===== src/sv/nhc_pkg.sv =====
package nhc_pkg;

    // One finished name waiting for the color stage.
    typedef struct packed {
        logic [31:0] hash;
        logic        light_mode;
    } t_job;

    // Push side of the queue, driven by the front end.
    typedef struct packed {
        logic push;
        t_job job;
    } t_front_out;

    localparam logic [7:0] TOP_DARK_TEXT  = 8'hF8;
    localparam logic [7:0] TOP_LIGHT_TEXT = 8'h50;
    localparam logic [7:0] LEVEL_GAP      = 8'h20;

    // Reciprocals for dividing by six (shift 34) and by ten (shift 35).
    localparam logic [31:0] RECIP_SEXTANT = 32'hAAAAAAAB;
    localparam logic [31:0] RECIP_DIGIT   = 32'hCCCCCCCD;

endpackage


===== src/sv/nhc_queue.sv =====
module nhc_queue #(
    parameter int DEPTH = 2
) (
    input  logic                i_clk,
    input  logic                i_rst_n,
    input  nhc_pkg::t_front_out i_front,
    output logic                o_full,
    output logic                o_not_empty,
    input  logic                i_pop,
    output nhc_pkg::t_job       o_job
);

    localparam int PTR_W = (DEPTH > 1) ? $clog2(DEPTH) : 1;
    localparam int CNT_W = $clog2(DEPTH + 1);

    nhc_pkg::t_job    r_slot [DEPTH];
    logic [PTR_W-1:0] r_wr_ptr;
    logic [PTR_W-1:0] r_rd_ptr;
    logic [CNT_W-1:0] r_count;
    logic             w_push;
    logic             w_pop;

    assign o_full      = (r_count == CNT_W'(DEPTH));
    assign o_not_empty = (r_count != '0);
    assign w_push      = i_front.push && !o_full;
    assign w_pop       = i_pop && o_not_empty;
    assign o_job       = r_slot[r_rd_ptr];

    // Storage slots, written at the write pointer.
    always_ff @(posedge i_clk) begin
        if (w_push) begin
            r_slot[r_wr_ptr] <= i_front.job;
        end
    end

    // Pointers and fill count.
    always_ff @(posedge i_clk) begin
        if (!i_rst_n) begin
            r_wr_ptr <= '0;
            r_rd_ptr <= '0;
            r_count  <= '0;
        end else begin
            if (w_push) begin
                r_wr_ptr <= (r_wr_ptr == PTR_W'(DEPTH - 1)) ? '0 : r_wr_ptr + 1'b1;
            end
            if (w_pop) begin
                r_rd_ptr <= (r_rd_ptr == PTR_W'(DEPTH - 1)) ? '0 : r_rd_ptr + 1'b1;
            end
            if (w_push && !w_pop) begin
                r_count <= r_count + 1'b1;
            end else if (w_pop && !w_push) begin
                r_count <= r_count - 1'b1;
            end
        end
    end

endmodule


===== config.mk =====
export PLATFORM = sky130hd
export DESIGN_NAME = nhc_queue
export DESIGN_NICKNAME = d
export VERILOG_FILES = /design/src/sv/nhc_pkg.sv /design/src/sv/nhc_queue.sv
export SDC_FILE = /design/constraint.sdc
export NUM_CORES = 1
export LEC_CHECK = 0
export ABC_AREA = 1
export BUFFER_PORTS_ARGS = -buffer_cell sky130_fd_sc_hd__buf_2
export CAP_MARGIN = 0
export CORE_UTILIZATION = 52
export CTS_BUF_LIST = sky130_fd_sc_hd__clkbuf_16
export CTS_CLUSTER_DIAMETER = 80
export DETAILED_ROUTE_END_ITERATION = 8
export PLACE_DENSITY_LB_ADDON = 0.15
export SLEW_MARGIN = 40
export SYNTH_ARGS = -nofsm -noshare
export SYNTH_HDL_FRONTEND = slang
export SYNTH_SLANG_ARGS = --single-unit

===== constraint.sdc =====
create_clock -name i_clk -period 2.95 [get_ports i_clk]
set_input_delay 0.295 -clock i_clk [delete_from_list [all_inputs] [get_ports i_clk]]
set_output_delay 0.295 -clock i_clk [all_outputs]
set_load 0.03 [all_outputs]

==> flow_summary.json <==
{
  "outcome": "finished, final reports clean",
  "drt-vias-per-instance": 4.98,
  "vias": 1474,
  "rows": 26,
  "synthCells": 140,
  "die_height_um": 75.2,
  "io_buffers": 71,
  "antenna_left": 0,
  "dp.cells": 280,
  "r2r_setup_slack_ns": 1.27,
  "die_w_um": 75.2,
  "max_slew_margin": 0.655,
  "fillers": 361,
  "rsz0062_at_grt": "no",
  "p_leak_uw": 0.00143,
  "numCtsBuffers": 9,
  "timing.fmax_mhz": 471,
  "max_stage_delay_ns": 0.52,
  "ios": 72,
  "reg2reg_from": "r_count[1]",
  "wl_per_cell_um": 15.4,
  "grtUsageTotal": 0.179,
  "swShare": 0.302,
  "crit_required_ns": 2.65,
  "synth_edf_count": 66,
  "cp_cell_sequence": "buf_4, mux2_4, buf_2",
  "synth_fa_ha_area_frac": 0.00450,
  "crit_path_start_kind": "flop",
  "mostFrequentLayoutCells": "buf_2 (71), edfxtp_1 (66), mux2_4 (30)",
  "drc": 0,
  "syn_area_um2": 2780,
  "ys_ff_latch": 71,
  "synth_cell_type_count": 16,
  "synth_top_family_by_area": "multiplexers",
  "nets": 259,
  "synth_top_cell_area_share": 0.712,
  "p_int_uw": 2400,
  "drv_cap": 0,
  "cts_tree": "built",
  "finalMaxSlewViolations": 0,
  "grt_max_degree": 24,
  "die-area_um2": 5650,
  "area_growth_pct": 27.4,
  "finalSetupViolations": 0,
  "timing.final.crit_share": 0.719,
  "drt_iter0_drc": 86,
  "end_kind": "primary output",
  "hold_ws_ns": 0.162,
  "layoutNonFillerInstCount": 296,
  "htree_levels": 3,
  "seqPwrFrac": 0.391,
  "grt_pass1_vias": 1466,
  "finClkSkew_ns": 0.00528,
  "p_per_area_nw_per_um2": 969,
  "hold_violations": 0,
  "tns_ns": 0,
  "critical_path_class": "reg -> out",
  "first_pass_iters": 4,
  "avgSynthCellArea_um2": 19.9,
  "async_reset_ff_frac": 0,
  "ys_seq_area_frac": 0.748,
  "netSwitchingPower_uw": 1040,
  "synth-simple-area-share": 0.0256,
  "slowest_stage": "dfxtp_2",
  "synth_compound_area_frac": 0.0112,
  "arrival_ns": 1.83,
  "wl_um": 4550,
  "cts_max_path_buffers": 2,
  "yosys_warnings": 0,
  "grt_antenna_before_repair": 0,
  "grt_pass1_wl_um": 6870,
  "cp_max_fo": 23,
  "worstHoldStart": "i_front[16]",
  "start_util": 0.541,
  "p_total_uw": 3430,
  "syn_nets": 178,
  "mostFrequentLayoutCell": "buf_2",
  "grt_overflow": 0,
  "multi_input_area_um2": 614,
  "final-seq-area_um2": 2080,
  "yosys.area.top_type": "edfxtp_1",
  "drive_gt1_frac": 0.553,
  "synthFlopType": "edfxtp_1",
  "yosys-top-cells-area": "edfxtp_1 (71%), mux2_4 (16%), dfxtp_1 (3.6%)",
  "cts-root-buf": "clkbuf_16",
  "p_comb_frac": 0.287,
  "min_period_ns": 2.12,
  "diodes": 0,
  "post_cts_resized": 0,
  "hold_path.class": "in -> reg",
  "clkTransAtPathRegs_ns": 0.06,
  "coreArea_um2": 5140,
  "clock-sinks": 71,
  "worstSkewPairLatency_ns": 0.32,
  "ir_drop_v": 0.000642,
  "hpwl_um": 3160,
  "tightest_slew_ns": 0.517,
  "gp_congestion": 0.695,
  "synth_xor_xnor_area_share": 0,
  "p_clk_frac": 0.321,
  "post_cts_buffers": 0,
  "ctsHoldBuffers": 0,
  "synth_mux_area_frac": 0.174
}
## stage by stage
stage / utilization / cell area [um^2] / setup WS, ns
6_report: 0.690 / 3550 / 0.829
4_1_cts: 0.690 / 3550 / 0.807
3_5_place_dp: 0.629 / 3230 / 1.15
5_1_grt: 0.690 / 3550 / 0.760
2_1_floorplan: - / 2780 / 0.641
3_3_place_gp: 0.618 / 3180 / 1.18
## path summary, 6_finish.rpt
| path | to | depth (start not counted) |
|---|---|---|
| setup reg to reg | r_count[1] | 9 |
| hold reg to reg | r_rd_ptr | 2 |
| setup / recovery | o_job[25] | 3 |
| hold / removal | r_slot[0][16] | 1 |
## Yosys cell counts (2+ instances only)
cell type  number
buf_12          3
dfxtp_1         5
mux2_4         30
o21ai_0         2
nand2_1         7
inv_1           8
edfxtp_1       66
mux2_2          3
nor2_1          9
## cells by family (layout without fill, tap and decap cells)
family,Yosys count,in the layout
DFF,71,71
muxes,33,33
and+or+nand+nor,18,18
buffers and inverters,12,98
AOI/OAI and AO/OA,5,5
adders and majority gates,1,1
## critical path: cells and delay by family (launching register included)
| kind | cells | cell delay, ns |
|---|---|---|
| buf+inv | 2 | 0.63 |
| flops | 1 | 0.52 |
| mux | 1 | 0.34 |
## layout make-up
type,count,share of cell area
inverter,8,0.00847
multi-input combinational,57,0.173
clock inverter,7,0.0247
clock buffer,9,0.0635
timing repair buffer,74,0.118
tap,70,0.0247
sequential,71,0.588
## power groups by stage
stage	registers [uW]	logic [uW]	clock network [uW]
after global routing	1360	1060	1170
final	1340	987	1100
after global placement	1360	927	0
after detailed placement	1370	994	0
after CTS	1340	996	1120
after floorplan	1340	790	0
## registers in the layout (all words and copies together), names as in the netlist, named ones only
name      count
r_slot       66
r_count       2
r_rd_ptr      1
r_wr_ptr      1
## layer usage
metal,routed length [um],vias up,track usage
met3,340,10,0.0710
met5,0,-,0
met4,99,0,0.103
li1,-,686,-
met1,1750,717,0.201
met2,2350,61,0.292
(Power assumes the default switching activity.)
