==> config.mk <==
export PLATFORM = sky130hd
export DESIGN_NAME = nhc_front
export DESIGN_NICKNAME = d
export VERILOG_FILES = /design/src/sv/nhc_pkg.sv /design/src/sv/nhc_front.sv
export SDC_FILE = /design/constraint.sdc
export NUM_CORES = 1
export LEC_CHECK = 0
export ABC_AREA = 1
export BUFFER_PORTS_ARGS = -buffer_cell sky130_fd_sc_hd__buf_2
export CORE_UTILIZATION = 50
export CTS_BUF_LIST = sky130_fd_sc_hd__clkbuf_2
export CTS_CLUSTER_DIAMETER = 200
export DETAILED_ROUTE_END_ITERATION = 8
export HOLD_SLACK_MARGIN = 0.1
export PLACE_DENSITY_LB_ADDON = 0.1
export SKIP_LAST_GASP = 1
export SYNTH_ARGS = -nofsm -noshare
export SYNTH_HDL_FRONTEND = slang
export SYNTH_SLANG_ARGS = --single-unit
==> constraint.sdc <==
create_clock -name i_clk -period 1.2 [get_ports i_clk]
set_clock_uncertainty 0.2 [all_clocks]
set_input_delay 0.24 -clock i_clk [delete_from_list [all_inputs] [get_ports i_clk]]
set_output_delay 0.24 -clock i_clk [all_outputs]
set_load 0.005 [all_outputs]
==> src/sv/nhc_pkg.sv <==
package nhc_pkg;

    // One finished name waiting for the color stage.
    typedef struct packed {
        logic [31:0] hash;
        logic        light_mode;
    } t_job;

    // Push side of the queue, driven by the front end.
    typedef struct packed {
        logic push;
        t_job job;
    } t_front_out;

    localparam logic [7:0] TOP_DARK_TEXT  = 8'hF8;
    localparam logic [7:0] TOP_LIGHT_TEXT = 8'h50;
    localparam logic [7:0] LEVEL_GAP      = 8'h20;

    // Reciprocals for dividing by six (shift 34) and by ten (shift 35).
    localparam logic [31:0] RECIP_SEXTANT = 32'hAAAAAAAB;
    localparam logic [31:0] RECIP_DIGIT   = 32'hCCCCCCCD;

endpackage

==> src/sv/nhc_front.sv <==
module nhc_front (
    input  logic                i_clk,
    input  logic                i_rst_n,
    input  logic                i_cfg_wr_en,
    input  logic                i_cfg_wr_data,
    input  logic                i_in_valid,
    output logic                o_in_stall,
    input  logic [7:0]          i_name_byte,
    input  logic                i_last_byte,
    input  logic                i_queue_full,
    output nhc_pkg::t_front_out o_front
);

    logic        r_light_mode;
    logic [31:0] r_hash;
    logic [31:0] n_hash;
    logic        w_accept;

    // The input is held back only while the queue cannot take a name.
    assign o_in_stall = i_queue_full;
    assign w_accept   = i_in_valid && !i_queue_full;

    // Shift and xor hash step with the byte zero-extended.
    assign n_hash = (r_hash << 11) ^ (r_hash << 1) ^ (r_hash >> 3) ^ {24'd0, i_name_byte};

    // Hash register, cleared after the last byte of each name.
    always_ff @(posedge i_clk) begin
        if (!i_rst_n) begin
            r_hash       <= '0;
            r_light_mode <= 1'b0;
        end else begin
            if (i_cfg_wr_en) begin
                r_light_mode <= i_cfg_wr_data;
            end
            if (w_accept) begin
                r_hash <= i_last_byte ? 32'd0 : n_hash;
            end
        end
    end

    // A finished name goes to the queue together with the text mode.
    assign o_front.push           = w_accept && i_last_byte;
    assign o_front.job.hash       = n_hash;
    assign o_front.job.light_mode = r_light_mode;

endmodule

==> results.txt, run 1 <==
The tool reported: "[ERROR DPL-0038] Utilization greater than 100%, impossible to legalize". The initial cell density of the core was 53.3%. The tools report the clock tree root driver cell as sky130_fd_sc_hd__clkbuf_2.

The logs give 0.848 for the routability congestion estimate from global placement and 24 for the number of cell rows. The H-tree generated during clock tree synthesis spans 2 levels. The global-route repair_timing pass left the worst setup endpoint at o_front[26]. 50 I/O pins were placed. The overall die width is 70.8 um, and the TritonCTS sink count is 33. The largest net degree at the start of global routing was 33; the die outline height was 70.8 um. The cell area that synthesis handed to floorplanning was 2370 um^2.

Dividing the synthesized area by the synthesized cell count gives 6.86 um^2. The maximum root-to-sink buffer count is 2. The number of distinct library cells after synthesis is 18. The run stopped with a tool error. For the half-perimeter wire length of the detailed placement result, the log shows 5.05 mm. Counting flops and latches in the post-synthesis netlist gives 33. The stopping stage is global routing. In this run, CTS created clock tree buffers numbering 5. After the last repair the worst path ends at an output port. The cell count after synthesis came out at 345. The Yosys step of the flow raised 0 warnings.

The net count after synthesis is 360. Summing the sequential cell areas from Yosys gives 27.9% of the chip area. In this run the tool buffered the top-level ports with 49 buffer cells.
what timing repair did:
action	in CTS
cloned	0
setup endpoints to repair	62
pin swaps	27
hold buffers	3
buffers inserted	25
resized for setup	158
endpoints found under the hold margin	2
logic make-up after synthesis:
logic type      share of synthesized area (%)
compound gates                           11.9
buf+inv                                  11.3
xor+xnor                                 2.59
flops                                    27.9
simple gates                             46.3
synth_stat cells:
master                      n  share of area [%]
sky130_fd_sc_hd__buf_2      6                1.3
sky130_fd_sc_hd__nand2_1  132                 21
sky130_fd_sc_hd__a21oi_2   30                 11
sky130_fd_sc_hd__and2_1    25                6.6
sky130_fd_sc_hd__nand3_1   27                5.7
sky130_fd_sc_hd__nor2_1     1               0.16
sky130_fd_sc_hd__dfxtp_1   33                 28
sky130_fd_sc_hd__a21oi_1    3               0.63
sky130_fd_sc_hd__buf_4      2               0.63
sky130_fd_sc_hd__inv_2     10                1.6
sky130_fd_sc_hd__xor2_1     7                2.6
sky130_fd_sc_hd__o21ai_0    1               0.21
sky130_fd_sc_hd__nand3_2   23                9.7
sky130_fd_sc_hd__nand2_4    1               0.48
sky130_fd_sc_hd__nor2_8     1               0.85
sky130_fd_sc_hd__nand2_2    7                1.8
sky130_fd_sc_hd__inv_1     33                5.2
sky130_fd_sc_hd__buf_12     3                2.5
through the flow:
stage	setup WS [ns]	instance area (um^2)	hold slack, ns	TNS (ns)	std cells
after floorplan	0.00191	2370	0.133	0	345
after global placement	-0.233	3220	0.234	-6.48	515
after detailed placement	-0.248	3220	0.237	-7.32	515
after CTS	-0.532	3820	0.0539	-16.69	539
==> run 2: changes to the inputs <==
CORE_UTILIZATION = 35   (was 50)
CTS_BUF_LIST = not set   (was sky130_fd_sc_hd__clkbuf_2)
CTS_CLUSTER_DIAMETER = not set   (was 200)
HOLD_SLACK_MARGIN = not set   (was 0.1)
PLACE_DENSITY_LB_ADDON = 0.15   (was 0.1)
clock period = 1.6 ns   (was 1.2 ns; I/O delays follow)
==> run 2 against run 1 <==
The flow now finishes, with violations (DRC, setup timing). Synthesized area stayed put. Synthesized cell count stayed put.
==> results.txt, run 2 <==
TritonCTS created 5 clock buffers. The number of cell rows was 29; the peak per-stage delay on the critical path was 0.39 ns. The later pin in the worst-skew pair is clocked with a latency of 0.29 ns. The cell that appears most often on the critical path is sky130_fd_sc_hd__nand2_2. The checks that failed: DRC, setup timing. TritonCTS built the clock tree.

The mean number of vias per cell was 4.91. In this run, the number of DRC markers left after iteration 0 of detailed routing was 60. The cell area power density was 446 nW/um^2; the flip-flop count of the largest register, all copies and words added was 32. Endpoint class of the critical path: a primary output. The proportion of power drawn by the clock network was 38.6%. The maximum root-to-sink buffer count is 2. The post-route worst setup slack is -0.128 ns. The logs give 541 for the number of filler cells placed in the layout and 39.9% for the met2 track demand over resource. Summing the areas of all xor and xnor instances in the mapped netlist gives 2.59% of the synthesized area. During I/O placement, the number of pins put on the boundary was 50.

The max-slew headroom at the worst pin is 81.1%, and the number of setup violations in the final report is 33. The remaining routing DRC violations is 6. The Yosys step of the flow raised 0 warnings. The overall die width came out at 84.2 um. The most common cell in the synthesized netlist is sky130_fd_sc_hd__nand2_1. The tools report the H-tree depth as 2.

The type of the most critical hold path is in -> reg. The async set-or-reset flop fraction in the synthesized netlist is 0%. The adder-cell share of the synthesized area was 0%; the total global routing overflow was 0.

Global routing used 22.5% of the available tracks across all layers. The routed length per placed instance works out to 14.5 um. The synthesized netlist devotes 46.3% of its cell area to simple gates. For the number of antenna violations at the first check in global routing, the log shows 0. The critical path ends at o_front[18].

The slowest stage of the critical path belongs to the cell sky130_fd_sc_hd__dfxtp_4. The cell sitting at the root of the clock tree is a sky130_fd_sc_hd__clkbuf_8. The logs give 6420 um^2 for the placeable core region and -2.64 ns for the setup TNS. The endpoint of the worst register-to-register path was r_hash[28]$_SDFFE_PN0P_. The tools report the area of the die as 7100 um^2. The layer with the highest usage is met2. Leaving out fill and tap cells, the most frequent cell in the layout is sky130_fd_sc_hd__buf_4. The count of input and output buffers came out at 49. Summed over all instances, the cell type with the most area after synthesis is sky130_fd_sc_hd__dfxtp_1. Cells with a size suffix above 1 make up 79.7% of the layout. The logs give 0.00983 ns for the final worst hold slack and 1.08 ns for the data required time at the worst endpoint.

The number of cell instances on the worst register-to-register path works out to 10. The cell area after technology mapping was 2370 um^2; the final worst-path cycle share was 108%. After clock tree synthesis, the clock-pin slew on the worst setup and hold paths is 0.07 ns. The logs give 345 for the number of instances in the synthesized netlist and 2,663 for the number of global-route vias before repair.

The run finished, with violations left. For this design the static power due to leakage is 1.89 nW. The worst-path maximum fanout is 5, and the proportion of total power due to net switching is 27.5%.

The tools report the worst reg2reg path startpoint as r_hash[17]$_SDFFE_PN0P_. The worst setup path startpoint was r_hash[20]$_SDFFE_PN0P_. The top cell types in the final layout, fill and taps aside, are sky130_fd_sc_hd__buf_4 (69), sky130_fd_sc_hd__nand2_2 (64), sky130_fd_sc_hd__nand2_1 (59). Yosys mapped a number of flops with a built-in enable equal to 0. The run gives 0 as the number of hold violations in the final report.

Hold repair after CTS inserted 0 buffers. Of the total power, registers draw 44.1%. For the wire length of the first global-routing pass, the log shows 12.5 mm. The post-synthesis sequential element count is 33. For this run, the leading register cell type out of synthesis is sky130_fd_sc_hd__dfxtp_1. The worst supply voltage drop on vdd is 339 uV, and the transition time of the tightest slew-check pin is 0.284 ns. Ranked by total cell area, the synthesized netlist is headed by sky130_fd_sc_hd__dfxtp_1 (28%), sky130_fd_sc_hd__nand2_1 (21%), sky130_fd_sc_hd__a21oi_2 (11%). The area fraction of the dominant cell type after synthesis works out to 27.9%. The largest register by flop count was r_hash.

The net count reported at finish was 486. Compared with the post-synthesis result, the final layout area differs by 73.6%. The tools report the half-perimeter wire length of the detailed placement result as 4.93 mm. The signal on the critical path passes through inv_4 > nand2_2 > nand2_2 > nand2_2 > and2_1 > buf_2.

The minimum clock period is 1.73 ns, and the first-pass detailed-route iteration total is 6. The mux cell area share after synthesis is 0%, and the sequential-to-total area share from yosys stat is 27.9%. The average cell area after synthesis came out at 6.86 um^2.

The run gives 0.000504 W as the net switching power of the design. The die outline height came out at 84.2 um. The worst setup path is launched from a register.

The largest family of logic cells by synthesized area is simple AND/OR/NAND/NOR gates. For this run, the top clock speed supported by timing is 579 MHz. Measured on the finished design, the core utilization comes to 64.0%. The synthesized netlist contains 18 unique library cells.

The post-synthesis compound-gate area fraction works out to 11.9%. Across the whole layout, storage elements account for 766 um^2. Summing over every cut layer, the via total after detailed routing is 2,698.

The multi-input combinational cells in the finished layout cover a total of 1950 um^2. In the global route stage, met1 resource usage came out at 27.1%. The logs give 7.96 mm for the total length of routed wires and 0 for the number of slew-limit violations in the final report.

The tools report the net count after synthesis as 360. In this run the register-to-register setup slack is -0.07 ns. The worst setup path is of the reg -> out kind. Once detail routing completed, the nets flagged for antenna violations numbered 0.

The logs give 0 for the total inserted antenna cells and 36.9% for the initial cell density of the core. Sorting the synthesized cells by how often they occur yields sky130_fd_sc_hd__nand2_1 (132), sky130_fd_sc_hd__dfxtp_1 (33), sky130_fd_sc_hd__inv_1 (33). Combinational logic burns 17.3% of the power. In the final layout, the registers with the most flip-flops are r_hash: 32 flops, r_light_mode: 1 flops. Internal power component: 0.00133 W.

The clock net in this run drives a total of 33 sinks. Setup repair after global routing could not meet its margin everywhere. For met3 alone, demand over resource in global routing was 3.74%. The number of max-cap violations is 0, and the largest net degree at the start of global routing is 33.

The congestion estimate from routability-driven global placement came to 0.804. Along the worst hold path, the cell count comes to 2. At the worst endpoint, the arrival time is 1.21 ns.
==> run 2: metal layers <==
layer / part of all wire (%) / wire length, um
met1: 42 / 3380
met2: 53 / 4180
met3: 2.6 / 207
met4: 2.4 / 191
met5: 0 / 0
==> run 2: how the worst min path moves through the flow <==
stage                                  startpoint                   endpoint
final                                 i_cfg_wr_en  r_light_mode$_SDFFE_PN0P_
after global routing                  i_cfg_wr_en  r_light_mode$_SDFFE_PN0P_
after CTS                             i_cfg_wr_en  r_light_mode$_SDFFE_PN0P_
after detailed placement   r_hash[1]$_SDFFE_PN0P_     r_hash[1]$_SDFFE_PN0P_
after global placement    r_hash[31]$_SDFFE_PN0P_    r_hash[31]$_SDFFE_PN0P_
after floorplan                       i_cfg_wr_en  r_light_mode$_SDFFE_PN0P_
==> run 2: repair_timing <==
item | 4_1_cts | 5_1_grt
pin swaps | 16 | 27
buffers inserted | 55 | 18
resized for setup | 169 | 85
setup endpoints to repair | 32 | 37
endpoints found under the hold margin | 0 | 0
==> run 2: cell type report <==
class | count | share of cell area (%)
Multi-Input combinational cell | 258 | 47.3
Timing Repair Buffer | 130 | 23.8
Sequential cell | 33 | 18.6
Inverter | 43 | 5.45
Clock buffer | 7 | 2.34
Tap cell | 77 | 2.34
Clock inverter | 1 | 0.122
==> run 2: worst max-delay path: cells and delay by family, from the launching register on <==
family	cells	cell delay [ns]
buffers and inverters	2	0.20
flip-flops	1	0.39
AND/OR/NAND/NOR	4	0.31
==> run 2: power by group through the flow <==
stage,Clock (W),Combinational (W),Sequential [W]
after floorplan,0,0.000155,0.000859
after global placement,0,0.000235,0.000864
after detailed placement,0,0.000236,0.000863
after CTS,0.000724,0.000284,0.000809
after global routing,0.000762,0.000342,0.000810
final,0.000707,0.000317,0.000809
==> run 2: cell families (layout without fill, tap and decap cells) <==
| group | after synthesis | after routing |
|---|---|---|
| buffers and inverters | 54 | 181 |
| flip-flops | 33 | 33 |
| AO/OA/AOI/OAI | 34 | 34 |
| XOR/XNOR | 7 | 7 |
| AND/OR/NAND/NOR | 217 | 217 |
==> run 2: per-stage QoR <==
stage	instances	cell area [um^2]	worst slack, ns	power, W
detailed placement	470	2720	0.0718	0.00110
global placement	470	2720	0.0596	0.00110
CTS	533	3690	-0.107	0.00182
finish	549	4110	-0.128	0.00183
floorplan	345	2370	0.322	0.00101
global route	549	4110	-0.177	0.00191
Power figures use the tool's default switching activity.
==> run 3: changes to the inputs <==
HOLD_SLACK_MARGIN = 0.05   (was not set)
==> run 3 against run 2 <==
The flow still finishes with violations (DRC, setup timing). Sequential power about the same. Power increased by 0.27%. Via count down 0.52%. Critical path depth unchanged. Combinational power rose by 1%. Count of clock-buffer cells in the layout unchanged. Global-route usage grew 0.13 points. Setup slack barely moved. Sequential share of layout area is 0.090 points lower. Maximum frequency is essentially flat. Cell area grew 0.49%. Clock power is essentially flat. Largest cell class unchanged.
==> results.txt, run 3 (synthesis results as in run 2) <==
Cells with a size suffix above 1 make up 79.3% of the layout. The area growth from synthesis to layout is 74.5%. Setup repair after global routing could not meet its margin everywhere. Summing all flip-flop and latch instances after layout gives 766 um^2.

r_hash holds more flip-flops than any other register. In the routed design, unresolved DRC markers number 6. Pin placement for this block handled 50 I/O pins.

The half-perimeter wire length of the detailed placement result is 4.93 mm. STA puts the critical path data arrival time at 1.21 ns. The routed design has 8.01 mm of wire.

The number of cells on the worst reg-to-reg path is 10. For flop-to-flop paths, the worst setup slack is -0.06 ns. In this run the standard cell core region covers 6420 um^2. Number of routed nets with antenna violations: 0. In the final layout, the registers with the most flip-flops are r_hash: 32 flops, r_light_mode: 1 flops. Across all layers, the routed design uses 2,684 vias. The TritonCTS sink count is 33. The worst setup path is of the reg -> out kind.

The final cell count without fillers is 551. Post-route worst setup slack: -0.128 ns. The minimum clock period is 1.73 ns. In this run the tightest slew margin relative to its limit is 80.9%.

For this run, the total global-route usage over all layers was measured as 22.6%. The final worst-path cycle share came out at 108%. The tools report the area of the die as 7100 um^2. For the proportion of power drawn by the clock network, the log shows 38.5%.

Combinational logic is responsible for 17.5% of the overall power. The number of global-route vias before repair was 2,686; the first-pass detailed-route iteration total was 6. The logs give 0 for the total inserted antenna cells and 2 for the H-tree depth. On the worst path, the slowest cell contributes a delay of 0.39 ns. Most common library cell in the layout ignoring fill and taps: sky130_fd_sc_hd__buf_4.

The mean number of vias per cell is 4.87, and the routed length per placed instance is 14.5 um. The cell area power density is 445 nW/um^2. Transition time of the tightest slew-check pin: 0.287 ns. The worst-path maximum fanout was 5.

The tree is rooted in a sky130_fd_sc_hd__clkbuf_8. The worst hold path terminates at r_light_mode$_SDFFE_PN0P_. Endpoint of the worst register-to-register path: r_hash[28]$_SDFFE_PN0P_. The internal portion of the total power is 0.00133 W. In this run the worst setup path begins at r_hash[20]$_SDFFE_PN0P_. The signal on the critical path passes through inv_4 > nand2_2 > nand2_2 > nand2_2 > and2_1 > buf_2. Net switching is 27.5% of the power. From bottom edge to top edge, the die measures 84.2 um. The worst-path cell with the longest stage delay was sky130_fd_sc_hd__dfxtp_4.

From left edge to right edge, the die measures 84.2 um. The number of setup violations in the final report is 33. Among the stages of the critical path, the cell type that occurs most often is sky130_fd_sc_hd__nand2_2.

Entering global routing, the biggest net connects 33 pins. Reported leakage power: 1.90 nW. The worst setup path is launched from a register. Worst hold path stage count: 3.

TritonCTS built the clock tree. The share of total power in sequential cells is 44.0%. The routability congestion estimate from global placement came out at 0.804. The run gives 539 as the number of filler cells placed in the layout.

The later pin in the worst-skew pair is clocked with a latency of 0.29 ns. The register with the most flip-flops in the layout has 32 of them. For this run the aggregate overflow at the end of global routing stands at 0. IR analysis of the VDD net gives a maximum drop of 339 uV. The number of antenna violations at the first check in global routing is 0, and the number of DRC markers in iteration 0 is 73. Port buffering added 49 buffers. In this run, CTS created clock tree buffers numbering 5. In this run the most critical hold path is launched from i_rst_n. Net switching power of the design: 0.000506 W. The flow ran to the end, but the final reports show violations. The initial utilization of the core area, before any placement, comes to 36.9%.

The worst setup path is captured at a primary output. The top achievable clock speed is 579 MHz, and the number of cell rows is 29. For the worst setup path, the data required time is 1.08 ns. The worst register-to-register path begins at r_hash[17]$_SDFFE_PN0P_. For the number of hold violations in the final report, the log shows 0. In the final timing run, aggregate negative setup slack is -2.64 ns. No sink is reached through more buffers than the 2 on the longest clock path. Number of slew-limit violations in the final report: 0. The number of max-cap violations is 0, and the wire length of the first global-routing pass is 12.6 mm.

After clock tree synthesis, the clock-pin slew on the worst setup and hold paths is 0.07 ns. For this run, the post-layout net count is 488. The top cell types in the final layout, fill and taps aside, are sky130_fd_sc_hd__buf_4 (69), sky130_fd_sc_hd__nand2_2 (64), sky130_fd_sc_hd__nand2_1 (59).

The tools report the multi-input combinational cell area as 1950 um^2. The final reports fail on DRC, setup timing. Including well taps, the total number of placed cells is 470. The type of the most critical hold path is in -> reg.
==> run 3: layout make-up <==
type / instances / share of cell area [%]
inverter: 43 / 5.42
multi-input combinational: 258 / 47.1
sequential: 33 / 18.5
clock inverter: 1 / 0.121
tap: 77 / 2.33
timing repair buffer: 132 / 24.1
clock buffer: 7 / 2.33
==> run 3: worst max-delay path: cells and delay by family, from the launching register on <==
| kind | cells | cell delay [ns] |
|---|---|---|
| flip-flops | 1 | 0.39 |
| AND/OR/NAND/NOR | 4 | 0.32 |
| buffers and inverters | 2 | 0.20 |
==> run 3: power by group through the flow <==
stage / clock network, W / logic [W] / registers, W
floorplan: 0 / 0.000155 / 0.000859
global placement: 0 / 0.000235 / 0.000864
detailed placement: 0 / 0.000236 / 0.000863
CTS: 0.000724 / 0.000287 / 0.000809
global route: 0.000762 / 0.000346 / 0.000810
finish: 0.000708 / 0.000321 / 0.000809
==> run 3: worst max-delay path by stage <==
stage	to	cells after the start	slack (ns)
after floorplan	o_front[13]	4	0.32
after global placement	o_front[15]	5	0.06
after detailed placement	o_front[20]	5	0.07
after CTS	o_front[18]	6	-0.11
after global routing	o_front[18]	5	-0.18
final	o_front[18]	6	-0.13
==> run 3: what timing repair did <==
item                                   in CTS  in global routing
setup endpoints to repair                  32                 37
resized for setup                         169                 85
endpoints found under the hold margin       1                  0
buffers inserted                           55                 18
hold buffers                                2                  0
pin swaps                                  16                 27
==> run 3: metrics by stage <==
step / instance area (um^2) / power (W) / util (%) / hold slack (ns) / setup WS (ns)
after global routing: 4130 / 0.00192 / 64.3 / 0.0995 / -0.177
after detailed placement: 2720 / 0.00110 / 42.3 / 0.298 / 0.0718
after floorplan: 2370 / 0.00101 / - / 0.213 / 0.322
after CTS: 3710 / 0.00182 / 57.8 / 0.0773 / -0.107
final: 4130 / 0.00184 / 64.3 / 0.0813 / -0.128
after global placement: 2720 / 0.00110 / 42.3 / 0.290 / 0.0596
==> run 3: metal layers <==
metal / share of wire, % / wire [um] / global-route usage (%)
met5: 0 / 0 / 0
met4: 2.4 / 189 / 8.62
met3: 2.3 / 183 / 3.74
met2: 53 / 4210 / 40.1
met1: 43 / 3420 / 27.3
